**src/sv/tpc_pkg.sv**
```systemverilog
// Shared types, microcode table and fixed-point helpers for the translational predictor-corrector.
package tpc_pkg;

	localparam int DW = 64;
	localparam int AXES = 3;
	localparam int PC_W = 5;
	localparam int IN_W = 4 * DW;
	localparam int OUT_W = 4 * DW;
	localparam int USER_W = 4;
	localparam int CFG_IDX_W = 2;
	localparam int CFG_DATA_W = 63;
	localparam int FS_W = 42;
	localparam int ACC_W = 2 * DW;
	localparam int PH_W = 3;

	typedef logic [DW-1:0] word_t;
	typedef logic [PC_W-1:0] pc_t;

	// register indexes
	localparam logic [CFG_IDX_W-1:0] CFG_INV_MASS = 2'd0;
	localparam logic [CFG_IDX_W-1:0] CFG_TIME_STEP = 2'd1;
	localparam logic [CFG_IDX_W-1:0] CFG_FORCE_SCALE = 2'd2;

	// Q24.40 constants
	localparam logic [CFG_DATA_W-1:0] INV_MASS_RST = 63'h100_0000_0000;
	localparam logic [FS_W-1:0] FORCE_SCALE_RST = 42'h100_0000_0000;
	localparam logic [ACC_W-1:0] ROUND_HALF = 128'h80_0000_0000;
	localparam word_t S64_MAX = 64'h7FFF_FFFF_FFFF_FFFF;
	localparam word_t S64_MIN = 64'h8000_0000_0000_0000;

	// multiplier phases: 1..4 partial products, 2..5 accumulate, last one done
	localparam logic [PH_W-1:0] PH_IDLE = 3'd0;
	localparam logic [PH_W-1:0] PH_DONE = 3'd6;

	typedef enum logic [2:0] {
		OP_NOP,
		OP_MUL,
		OP_ADD,
		OP_HALF,
		OP_SAVE
	} op_t;

	typedef enum logic [4:0] {
		SRC_ZERO,
		SRC_F,
		SRC_V,
		SRC_D,
		SRC_P0,
		SRC_IM,
		SRC_DT,
		SRC_FS,
		SRC_OV,
		SRC_OA,
		SRC_T0,
		SRC_T1,
		SRC_T2,
		SRC_T3,
		SRC_VEL,
		SRC_STEP,
		SRC_DOUT
	} src_t;

	typedef enum logic [2:0] {
		DST_NONE,
		DST_T0,
		DST_T1,
		DST_T2,
		DST_T3,
		DST_VEL,
		DST_STEP,
		DST_DOUT
	} dst_t;

	typedef enum logic [1:0] {
		JC_NEXT,
		JC_ALWAYS,
		JC_FIXED,
		JC_CORRECT
	} jc_t;

	typedef struct packed {
		op_t  op;
		src_t sa;
		src_t sb;
		dst_t dst;
		jc_t  jc;
		pc_t  target;
		logic last;
	} uword_t;

	typedef struct packed {
		uword_t uw;
		logic   en;
		logic   mul_start;
		logic   load;
	} ctrl_t;

	// program entry points
	localparam pc_t PC_CORRECT = 5'd10;
	localparam pc_t PC_FIXED = 5'd27;
	localparam pc_t PC_FINISH = 5'd30;
	localparam pc_t PC_NONE = 5'd0;

	function automatic uword_t uw(op_t op, src_t sa, src_t sb, dst_t dst, jc_t jc, pc_t tgt,
			logic last);
		uword_t w;
		w = '{op: op, sa: sa, sb: sb, dst: dst, jc: jc, target: tgt, last: last};
		return w;
	endfunction

	// Microprogram. T0 = a, T1 = a*dt on the free paths.
	function automatic uword_t ucode(pc_t pc);
		uword_t w;
		unique case (pc)
			5'd0:  w = uw(OP_NOP,  SRC_ZERO, SRC_ZERO, DST_NONE, JC_FIXED,   PC_FIXED,   1'b0);
			5'd1:  w = uw(OP_MUL,  SRC_F,    SRC_IM,   DST_T0,   JC_NEXT,    PC_NONE,    1'b0);
			5'd2:  w = uw(OP_MUL,  SRC_T0,   SRC_DT,   DST_T1,   JC_CORRECT, PC_CORRECT, 1'b0);
			// predict, free axis
			5'd3:  w = uw(OP_SAVE, SRC_ZERO, SRC_ZERO, DST_NONE, JC_NEXT,    PC_NONE,    1'b0);
			5'd4:  w = uw(OP_MUL,  SRC_V,    SRC_DT,   DST_T2,   JC_NEXT,    PC_NONE,    1'b0);
			5'd5:  w = uw(OP_MUL,  SRC_T1,   SRC_DT,   DST_T3,   JC_NEXT,    PC_NONE,    1'b0);
			5'd6:  w = uw(OP_HALF, SRC_T3,   SRC_ZERO, DST_T3,   JC_NEXT,    PC_NONE,    1'b0);
			5'd7:  w = uw(OP_ADD,  SRC_T2,   SRC_T3,   DST_STEP, JC_NEXT,    PC_NONE,    1'b0);
			5'd8:  w = uw(OP_MUL,  SRC_FS,   SRC_T1,   DST_T2,   JC_NEXT,    PC_NONE,    1'b0);
			5'd9:  w = uw(OP_ADD,  SRC_V,    SRC_T2,   DST_VEL,  JC_ALWAYS,  PC_FINISH,  1'b0);
			// correct, free axis: T2 = oa*dt
			5'd10: w = uw(OP_MUL,  SRC_OA,   SRC_DT,   DST_T2,   JC_NEXT,    PC_NONE,    1'b0);
			5'd11: w = uw(OP_HALF, SRC_T2,   SRC_ZERO, DST_T3,   JC_NEXT,    PC_NONE,    1'b0);
			5'd12: w = uw(OP_ADD,  SRC_OV,   SRC_T3,   DST_VEL,  JC_NEXT,    PC_NONE,    1'b0);
			5'd13: w = uw(OP_HALF, SRC_T1,   SRC_ZERO, DST_T3,   JC_NEXT,    PC_NONE,    1'b0);
			5'd14: w = uw(OP_ADD,  SRC_VEL,  SRC_T3,   DST_VEL,  JC_NEXT,    PC_NONE,    1'b0);
			5'd15: w = uw(OP_MUL,  SRC_VEL,  SRC_DT,   DST_T3,   JC_NEXT,    PC_NONE,    1'b0);
			5'd16: w = uw(OP_MUL,  SRC_T1,   SRC_DT,   DST_T0,   JC_NEXT,    PC_NONE,    1'b0);
			5'd17: w = uw(OP_HALF, SRC_T0,   SRC_ZERO, DST_T0,   JC_NEXT,    PC_NONE,    1'b0);
			5'd18: w = uw(OP_ADD,  SRC_T3,   SRC_T0,   DST_T3,   JC_NEXT,    PC_NONE,    1'b0);
			5'd19: w = uw(OP_MUL,  SRC_OV,   SRC_DT,   DST_T0,   JC_NEXT,    PC_NONE,    1'b0);
			5'd20: w = uw(OP_MUL,  SRC_T2,   SRC_DT,   DST_T1,   JC_NEXT,    PC_NONE,    1'b0);
			5'd21: w = uw(OP_HALF, SRC_T1,   SRC_ZERO, DST_T1,   JC_NEXT,    PC_NONE,    1'b0);
			5'd22: w = uw(OP_ADD,  SRC_T0,   SRC_T1,   DST_T0,   JC_NEXT,    PC_NONE,    1'b0);
			5'd23: w = uw(OP_HALF, SRC_T3,   SRC_ZERO, DST_T3,   JC_NEXT,    PC_NONE,    1'b0);
			5'd24: w = uw(OP_HALF, SRC_T0,   SRC_ZERO, DST_T0,   JC_NEXT,    PC_NONE,    1'b0);
			5'd25: w = uw(OP_ADD,  SRC_T3,   SRC_T0,   DST_STEP, JC_NEXT,    PC_NONE,    1'b0);
			5'd26: w = uw(OP_ADD,  SRC_D,    SRC_STEP, DST_DOUT, JC_ALWAYS,  PC_FINISH,  1'b0);
			// fixed axis
			5'd27: w = uw(OP_NOP,  SRC_ZERO, SRC_ZERO, DST_NONE, JC_CORRECT, PC_FINISH,  1'b0);
			5'd28: w = uw(OP_MUL,  SRC_DT,   SRC_V,    DST_STEP, JC_NEXT,    PC_NONE,    1'b0);
			5'd29: w = uw(OP_ADD,  SRC_D,    SRC_STEP, DST_DOUT, JC_NEXT,    PC_NONE,    1'b0);
			// position and result
			5'd30: w = uw(OP_ADD,  SRC_P0,   SRC_DOUT, DST_NONE, JC_NEXT,    PC_NONE,    1'b1);
			default: w = uw(OP_NOP, SRC_ZERO, SRC_ZERO, DST_NONE, JC_ALWAYS, PC_FINISH, 1'b0);
		endcase
		return w;
	endfunction

	function automatic word_t qadd(word_t a, word_t b);
		word_t s;
		s = a + b;
		if (a[DW-1] == b[DW-1] && s[DW-1] != a[DW-1])
			return a[DW-1] ? S64_MIN : S64_MAX;
		return s;
	endfunction

	// x * 0.5 rounded half away from zero
	function automatic word_t qhalf(word_t x);
		word_t m;
		logic [DW:0] h;
		m = x[DW-1] ? (~x + 64'd1) : x;
		h = {1'b0, m} + 65'd1;
		return x[DW-1] ? (~h[DW:1] + 64'd1) : h[DW:1];
	endfunction

endpackage

```
**src/sv/tpc_seq.sv**
```systemverilog
// Microcode sequencer: step counter, conditional jumps and multiplier wait.
module tpc_seq (
	input  logic            clk,
	input  logic            arst_n,
	input  logic            load,
	input  logic            cmd,
	input  logic            fixed,
	input  logic            mul_done,
	input  logic            out_free,
	output tpc_pkg::ctrl_t  ctrl,
	output logic            busy,
	output logic            emit
);

	tpc_pkg::pc_t pc_q;
	logic run_q, corr_q, fixed_q, mwait_q;
	tpc_pkg::uword_t uw;
	logic adv, step_en, taken, mul_start;

	assign uw = tpc_pkg::ucode(pc_q);
	assign adv = (uw.op != tpc_pkg::OP_MUL) || mul_done;
	assign step_en = run_q && adv && (!uw.last || out_free);
	assign mul_start = run_q && (uw.op == tpc_pkg::OP_MUL) && !mwait_q;

	always_comb begin
		unique case (uw.jc)
			tpc_pkg::JC_ALWAYS:  taken = 1'b1;
			tpc_pkg::JC_FIXED:   taken = fixed_q;
			tpc_pkg::JC_CORRECT: taken = corr_q;
			default:             taken = 1'b0;
		endcase
	end

	always_ff @(posedge clk or negedge arst_n) begin
		if (!arst_n) begin
			pc_q    <= '0;
			run_q   <= 1'b0;
			corr_q  <= 1'b0;
			fixed_q <= 1'b0;
			mwait_q <= 1'b0;
		end else begin
			if (load) begin
				pc_q    <= '0;
				run_q   <= 1'b1;
				corr_q  <= cmd;
				fixed_q <= fixed;
			end else if (step_en) begin
				if (uw.last)
					run_q <= 1'b0;
				else
					pc_q <= taken ? uw.target : pc_q + 5'd1;
			end
			if (mul_start)
				mwait_q <= 1'b1;
			else if (mul_done)
				mwait_q <= 1'b0;
		end
	end

	assign ctrl = '{uw: uw, en: step_en, mul_start: mul_start, load: load};
	assign busy = run_q;
	assign emit = step_en && uw.last;

endmodule

```
**config.mk**
```make
export PLATFORM = sky130hd
export DESIGN_NAME = tpc_seq
export DESIGN_NICKNAME = d
export VERILOG_FILES = /design/src/sv/tpc_pkg.sv /design/src/sv/tpc_seq.sv
export SDC_FILE = /design/constraint.sdc
export NUM_CORES = 1
export LEC_CHECK = 0
export ABC_AREA = 1
export BUFFER_PORTS_ARGS = -buffer_cell sky130_fd_sc_hd__clkbuf_2
export CORE_UTILIZATION = 55
export CTS_CLUSTER_SIZE = 20
export DETAILED_ROUTE_END_ITERATION = 12
export GPL_TIMING_DRIVEN = 1
export PLACE_DENSITY = 0.82
export SYNTH_ARGS = -nofsm -noshare
export SYNTH_HDL_FRONTEND = slang
export SYNTH_SLANG_ARGS = --single-unit
```
**constraint.sdc**
```tcl
create_clock -name clk -period 3.44 [get_ports clk]
set_input_delay 0.344 -clock clk [delete_from_list [all_inputs] [get_ports clk]]
set_output_delay 0.344 -clock clk [all_outputs]
set_load 0.02 [all_outputs]
```
Word level (Yosys, flattened, before mapping)
Memory sizes are Yosys's and may differ from the RTL's.
Cells that the tools add are included.
{"block": "totals", "mem_bits_ro": 736, "latchBits": 0, "reg_bits": 9, "ramBits": 0, "output_inout_bits": 29, "mem_count": 1, "word_cells": 37, "inputBits": 7}
{"name": "(no name shown)", "depth": 32, "width": 23, "read_ports": 1, "rd_clocked_by_memory_dff": 0, "wr": 0, "line": "tpc_pkg.sv:114", "source": "unique case (pc)"}
{"block": "classes", "n_eq_ne": 6, "shift": 0, "reduce_logical": 14, "n_mux": 10, "n_bitwise": 0, "order_cmp": 0, "add_sub_neg": 1, "div_mod_pow": 0, "n_mul": 0}
{"operator": "two-way mux 5 bit", "n": 4}
{"operator": "nonzero test 2 bit", "n": 3}
{"operator": "adder 5 x 1 -> 5 bit, second input constant", "n": 1}
{"operator": "logical AND 1 bit", "n": 5}
{"operator": "two-way mux 1 bit", "n": 5}
{"operator": "equality test 2 bit, second input constant", "n": 2}
{"operator": "AND reduction 2 bit", "n": 2}
{"operator": "equality test 3 x 1 -> 1 bit, second input constant", "n": 1}
{"operator": "!= test 3 x 1 -> 1 bit, second input constant", "n": 1}
{"operator": "one-hot mux 1 bit (3 select lines)", "n": 1}
{"operator": "equality test 2 x 1 -> 1 bit, second input constant", "n": 1}
{"operator": "zero test 1 bit", "n": 2}
{"operator": "logical OR 1 bit", "n": 2}
{"operator": "!= test 2 bit, second input constant", "n": 1}

Depth between registers and ports, before layout
Gate-level depths: netlist (run 1).
An unclocked memory read counts as a cell.
{"block": "depth", "depth_word": 7, "depth_mapped": 14, "ltp_nobuf": 14}

Least setup slack after synthesis (run 1)
No wires, ideal clock.
{"block": "synth_timing", "path_type": "reg2out", "startpoint": "register pc_q[0]", "endpoint": "output port ctrl[2] (netlist bit)", "path_stages_with_launch": 13, "arrival_ns": 1.911, "t_required_ns": 3.096, "path_slack_ns": 1.185, "n_path_buf": 1, "path_cell_list": "dfrtp_1 > inv_1 > ha_1 > inv_1 > nand2_1 > nand3_1 > nand3_1 > nand2_1 > inv_2 > nand3_2 > nand2_1 > a21oi_1 > buf_4"}
{"item": "start, declared", "line": "tpc_seq.sv:15", "source": "tpc_pkg::pc_t pc_q;"}
{"item": "start signal, assigned", "line": "tpc_seq.sv:51", "source": "pc_q <= taken ? uw.target : pc_q + 5'd1;"}
{"item": "end, declared", "line": "tpc_seq.sv:10", "source": "output tpc_pkg::ctrl_t ctrl,"}

==> results of run 1 <==
repair_timing:
item,4_1_cts,5_1_grt
endpoints found under the hold margin,9,0
buffers inserted,0,0
hold buffers,1,0
setup endpoints to repair,0,0
through the flow:
step	setup slack (ns)	instance area, µm²	power (W)	cells
6_report	0.7576	1589	0.001551	299
5_1_grt	0.5646	1589	0.001706	299
4_1_cts	0.7793	1589	0.001543	299
3_5_place_dp	1.066	1553	0.001458	294
3_3_place_gp	1.146	1553	0.001454	294
2_1_floorplan	1.185	1449	0.001189	243
worst register-to-register path: cells and delay by family (launching register included):
kind / cells / cell delay (ns)
AOI/OAI and AO/OA: 1 / 0.16
adders and majority gates: 1 / 0.39
buffers and inverters: 1 / 0.20
DFF: 1 / 0.52
and+or+nand+nor: 9 / 0.85
how the worst max path moves through the flow:
stage	slack, ns	from	cells past startpoint	endpoint
floorplan	1.19	pc_q[0]$_DFFE_PN0P_	12	ctrl[2]
global placement	1.15	pc_q[0]$_DFFE_PN0P_	11	ctrl[2]
detailed placement	1.07	pc_q[0]$_DFFE_PN0P_	11	ctrl[2]
CTS	0.78	pc_q[0]$_DFFE_PN0P_	11	ctrl[2]
global route	0.56	pc_q[0]$_DFFE_PN0P_	11	ctrl[2]
finish	0.76	pc_q[0]$_DFFE_PN0P_	11	ctrl[2]
logic make-up after synthesis:
logic type               share of synthesized area
AO/OA/AOI/OAI                               0.1753
XOR/XNOR                                   0.01209
adder cells (fa/ha/maj)                    0.07772
buffers and inverters                       0.1727
flip-flops                                  0.1554
other                                     0.002588
AND/OR/NAND/NOR                             0.4042
report_power, final:
group          internal, W  switching (W)  total [W]
Combinational     0.000408       0.000861    0.00127
Clock            0.0000445      0.0000345  0.0000790
Sequential        0.000133      0.0000701   0.000203
registers in the layout, summed over array words and instances (netlist names):
name	cells
pc_q	5
busy	1
corr_q	1
fixed_q	1
mwait_q	1
cell usage in the layout (no fill, tap or decap), types with 7 or more instances in the layout:
cell	count
clkbuf_2	34
ha_1	9
a21oi_1	10
o21ai_0	21
nand3_1	16
inv_1	31
nand2_2	7
nand2_1	66
nor2_1	21
dfrtp_1	9
area by class of cell:
cell class / count / area share
clock buffer: 4 / 0.01654
inverter: 37 / 0.08740
multi-input combinational: 183 / 0.6126
sequential: 9 / 0.1417
tap: 30 / 0.02362
timing repair buffer: 36 / 0.1181
layer usage:
layer  GRT usage  vias up
met5           0        -
met1      0.3714      682
li1            -      823
met4     0.07895        0
met2      0.4458       99
met3     0.02299       10
==> summary.md, run 1 <==
| Metric | Value |
|---|---|
| Outcome | finished clean |
| Die height | between 50 and 60 µm |
| Dominant cells by area after synthesis | nand2_1, dfrtp_1, inv_1 |
| CTS Buffer Depth | 2 |
| Area Overhead vs Synth | 9.672% |
| Global-route wire length before repair | 5685 µm |
| Netlist Area Pre-Place | ~1400 µm² |
| Post-synth top area share | 0.1710 |
| Peak supply drop | roughly 0.0008 V |
| Initial Utilization | 0.5848 |
| Vias | ~1600 |
| Cell Rows | 18 |
| Hold Crit Class | in -> reg |
| Sequential-to-total area share from yosys stat | 0.1554 |
| Die Wd | between 50 and 60 µm |
| HP Start | cmd |
| R2r endpoint | pc_q[2]$_DFFE_PN0P_ |
| Pwr/cell area | ~980 nW/µm² |
| Final Hold Vio Count | 0 |
| Detailed Routing Iterations Pass 1 | 5 |
| Cell taking the most area after synthesis | nand2_1 |
| Resized cells post-CTS | 0 |
| Asr flop ratio synth | 1.000 |
| Vias per cell | 5.398 |
| Core ar. | around 2500 µm² |
| Crit path required time | ~3.1 ns |
| Synth cell count leaders | nand2_1, inv_1, nor2_1, o21ai_0, nand3_1 |
| Worst stage delay on the critical path | roughly 0.52 ns |
| CP arrival | about 2.3 ns |
| Antenna violations before repair | 0 |
| Setup TNS | 0 ns |
| Syn Inst Count | roughly 240 |
| Hold Slack | approximately 0.3 ns |
| Vias in the first global route | around 1300 |
| Count leader, synth | nand2_1 |
| Root Driver | clkbuf_4 |
| Final WL | 3652 µm |
| Critical path launch point type | register |
| Most used cell, CP | nand2_1 |
| Total grt overflow | 0 |
| Post-synth top flop | dfrtp_1 |
| Area of the multi-input gates | ~970 µm² |
| Layout cells sized above 1 | 0.2379 |
| Number of synthesized flops with an enable pin | 0 |
| Synthesized net count | roughly 260 |
| Worst Path Max Fanout | 10 |
| Max-Cap Viols | 0 |
| GRT Overall Usage | 0.2718 |
| Final period utilization | 0.7798 |
| Yosys warns | 0 |
| R2R cell count | 12 |
| Worst Skew | 0.002698 ns |
| Final ANT Viol Nets | 0 |
| Final-stage net count | ~290 |
| Max-slew violation count | 0 |
| Top Family by Delay on Critical Path | simple AND/OR/NAND/NOR gates |
| Min Tclk post-route | around 2.7 ns |
| Num CTS Buffers | 3 |
| Post-DP HPWL | a little under 3000 µm |
| CTS sink cnt | 9 |
| Final Setup Violations | 0 |
| Largest net degree at the start of global routing | 18 |
| Reg-to-Reg Start | pc_q[0]$_DFFE_PN0P_ |
| Crit end category | output pin |
| Drt drc | 0 |
| Later-pin clock latency in the skew report | 0.25 ns |
| Top sig layer | met4 |
| Hold Path Depth | 3 |
| Reg2Reg Setup Slack | 1.22 ns |
| RSZ-0062 raised after global routing | no |
| I/O Buffers | 34 |
| Worst slew pin tran | between 0.6 and 0.7 ns |
| Drt wl/cell | ~12 µm |
| CTS tree | yes |
| Max_slew headroom | 0.5871 |
| Post-Syn Area per Cell | ~6.0 µm² |
| Layout Utilization | 0.6414 |
| FMAX | between 300 and 400 MHz |
| Worst-path clk slew | ~0.06 ns |
| Fillers | 239 |
| CP max stage cell | dfrtp_1 |
| Hold EP | corr_q$_DFFE_PN0P_ |
| FF+latch count, synth | 9 |
| Worst-path cell chain | inv_1 > ha_1 > nand2_1 > nand2_1 > nand2_1 > nand2_1 > a21oi_2 > nand3_2 > nand2_1 > a21oi_1 > clkbuf_2 |
| GPL Wtd Cong | approximately 0.97 |
| Pleak | just over 0.9 nW |
| WP buf/inv | 2 |
| CTS H-tree depth | 1 |
| WL met1 | 1595 µm |
| Met3 routed WL | roughly 290 µm |
| Storage cell area | 225.2 µm² |
| Iteration-0 DRC Markers | about 140 |
| Crit path kind | reg -> out |
| IO Pins | 36 |
| Unique masters post-synth | 31 |
| Die area | 2844 µm² |
| Ant. Diodes | 0 |
| DR WL met2 | 1704 µm |
Power figures use the tool's default switching activity.
==> run 2: changes to the inputs <==
Settings changed: CORE_UTILIZATION 55 to 49, PLACE_DENSITY 0.82 to 0.77.
Clock period 3.44 ns to 2.2 ns, I/O delays scaled along.
==> run 2 against run 1 <==
Compared with the run above:
- die area rose by 12%
- worst setup slack got worse by 0.70 ns
- final cell count rose by 4.3%
==> summary.md, run 2 (synthesized netlist as in run 1, its figures left out) <==
| Metric | Value |
|---|---|
| Global-route wire length before repair | 6713 µm (+18%) |
| Core ar. | 2781 µm² (+12%) |
| Commonest non-fill, non-tap cells in the layout | nand2_1, clkbuf_2, inv_1 |
| Most used cell, CP | nand2_2 |
| Layout cells sized above 1 | 0.3345 (+0.09660) |
| Vias | 1660 (+2.9%) |
| Root Driver | clkbuf_4 |
| Final Hold Vio Count | 0 (unchanged) |
| Crit path required time | 1.98 ns (-1.12 ns) |
| Largest net degree at the start of global routing | 15 (-3) |
| Die Wd | 56.38 µm (+5.7%) |
| Max-Cap Viols | 0 (unchanged) |
| Post-DP HPWL | 3193 µm (+9.3%) |
| CP arrival | 1.92 ns (-0.42 ns) |
| Worst stage delay on the critical path | 0.43 ns (-0.09 ns) |
| Largest register FFs | 5 (unchanged) |
| Peak supply drop | 0.001014 V (+29%) |
| Final WL | 4179 µm (+14%) |
| Num CTS Buffers | 3 (unchanged) |
| Area Overhead vs Synth | 23.14% |
| Cell Rows | 19 (+1) |
| WP buf/inv | 3 (+1) |
| Worst-path cell chain | inv_2 > ha_4 > nand2_2 > o21ai_2 > nand2_1 > nand2_2 > a21oi_4 > nand3_4 > nand4_1 > inv_1 > buf_6 |
| CP max stage cell | dfrtp_1 |
| IO Pins | 36 (unchanged) |
| GPL Wtd Cong | 0.9444 (-2.6%) |
| Vias per cell | 5.321 (-1.4%) |
| Top Family by Delay on Critical Path | simple AND/OR/NAND/NOR gates |
| Drt drc | 0 (unchanged) |
| Final ANT Viol Nets | 0 (unchanged) |
| Later-pin clock latency in the skew report | 0.27 ns (+0.02 ns) |
| Vias in the first global route | 1427 (+9.2%) |
| I/O Buffers | 34 (unchanged) |
| CTS Buffer Depth | 2 (unchanged) |
| Initial Utilization | 0.5209 (-0.06393) |
| CTS sink cnt | 9 (unchanged) |
| CP endpoint | emit |
| R2R cell count | 10 (-2) |
| Drt wl/cell | 13.39 µm (+9.7%) |
| Reg-to-Reg Start | pc_q[4]$_DFFE_PN0P_ |
| Crit end category | output pin |
| Fillers | 251 (+5.0%) |
| Critical path launch point type | register |
| Layout Utilization | 0.6415 (about the same) |
| Most common cell after layout, fill and taps aside | nand2_1 |
| Outcome | finished clean |
| Antenna violations before repair | 0 (unchanged) |
| Hold Crit Class | in -> reg |
| RSZ-0062 raised after global routing | yes |
| Pleak | 0.9956 nW (+7.3%) |
| FMAX | 466.8 MHz |
| Max-slew violation count | 0 (unchanged) |
| Die area | 3178 µm² (+12%) |
| Ant. Diodes | 0 (unchanged) |
| R2r endpoint | pc_q[4]$_DFFE_PN0P_ |
| Worst Skew | 0.006650 ns (+0.003953 ns) |
| Final Setup Violations | 0 (unchanged) |
| CTS H-tree depth | 1 (unchanged) |
| Hold Slack | 0.1571 ns (-0.1398 ns) |
| GRT Overall Usage | 0.2650 (-0.006791) |
| Reg2Reg Setup Slack | 0.37 ns (-0.85 ns) |
| Worst Path Max Fanout | 5 (-5) |
| Die height | 56.38 µm (+5.7%) |
| Detailed Routing Iterations Pass 1 | 4 (-1) |
| Final-stage net count | 298 (+4.2%) |
| Total grt overflow | 0 (unchanged) |
| Min Tclk post-route | roughly 2.1 ns |
| Biggest register | pc_q |
| Crit path kind | reg -> out |
| Worst-path clk slew | 0.06 ns (about the same) |
| CP startpoint | pc_q[1]$_DFFE_PN0P_ |
| Worst path depth | 11 (unchanged) |
| Final period utilization | 0.9737 |
| Iteration-0 DRC Markers | 79 (-44%) |
| Pwr/cell area | 1551 nW/µm² (+59%) |
| CTS tree | yes |
-- run 2: cell count changes in the layout (fill, tap and decap cells not counted), sizes merged --
cell / before / now
clkbuf: 38 / 35
buf: 1 / 16
-- run 2: area by class of cell --
cell class	instances	area (µm²)	area share
tap	31	38.79	0.02174
multi-input combinational	183	1052	0.5898
clock buffer	4	26.28	0.01473
timing repair buffer	48	296.5	0.1662
sequential	9	229.0	0.1283
inverter	37	141.4	0.07924
-- run 2: tightest hold or removal path, stage by stage --
cell and delay [ns]:
clkbuf_2 0.07, nand2_1 0.04, o21ai_0 0.06
-- run 2: metrics by stage --
step           instance area, µm²  setup slack (ns)  TNS [ns]  total power [W]  instances
6_report                     1784           0.05784         0         0.002767        312
5_1_grt                      1784          -0.08596   -0.1792         0.002998        312
4_1_cts                      1677           0.01749         0         0.002559        309
3_5_place_dp                 1622            0.1972         0         0.002388        304
3_3_place_gp                 1622            0.2185         0         0.002385        304
2_1_floorplan                1449           0.06929         0         0.001859        243
-- run 2: power breakdown --
group          total [W]  internal, W  switching [W]
clock network   0.000137    0.0000703      0.0000664
registers       0.000281     0.000213      0.0000685
logic            0.00235     0.000829        0.00152
total            0.00277      0.00111        0.00166
-- run 2: worst min path at each step --
stage | from | end | slack [ns] | cells past startpoint
after CTS | cmd | corr_q$_DFFE_PN0P_ | 0.17 | 3
after detailed placement | arst_n | pc_q[3]$_DFFE_PN0P_ | 0.09 | 1
after global routing | fixed | fixed_q$_DFFE_PN0P_ | 0.18 | 3
final | cmd | corr_q$_DFFE_PN0P_ | 0.16 | 3
after floorplan | arst_n | busy$_DFFE_PN0P_ | -0.08 | 0
after global placement | arst_n | busy$_DFFE_PN0P_ | 0.09 | 1
-- run 2: repair_timing --
| item | in CTS | in global routing |
|---|---|---|
| hold buffers | 1 | 0 |
| endpoints found under the hold margin | 9 | 0 |
| setup endpoints to repair | 4 | 11 |
| gates resized for setup | 6 | 29 |
| pin swaps | 0 | 8 |
| setup buffers | 0 | 3 |
-- run 2: routing by layer --
metal	vias to the layer above	global-route usage	routed length, µm
li1	844	-	-
met1	735	0.3677	1843
met2	70	0.4286	1988
met3	11	0.02535	242
met4	0	0.09408	104
met5	-	0	0
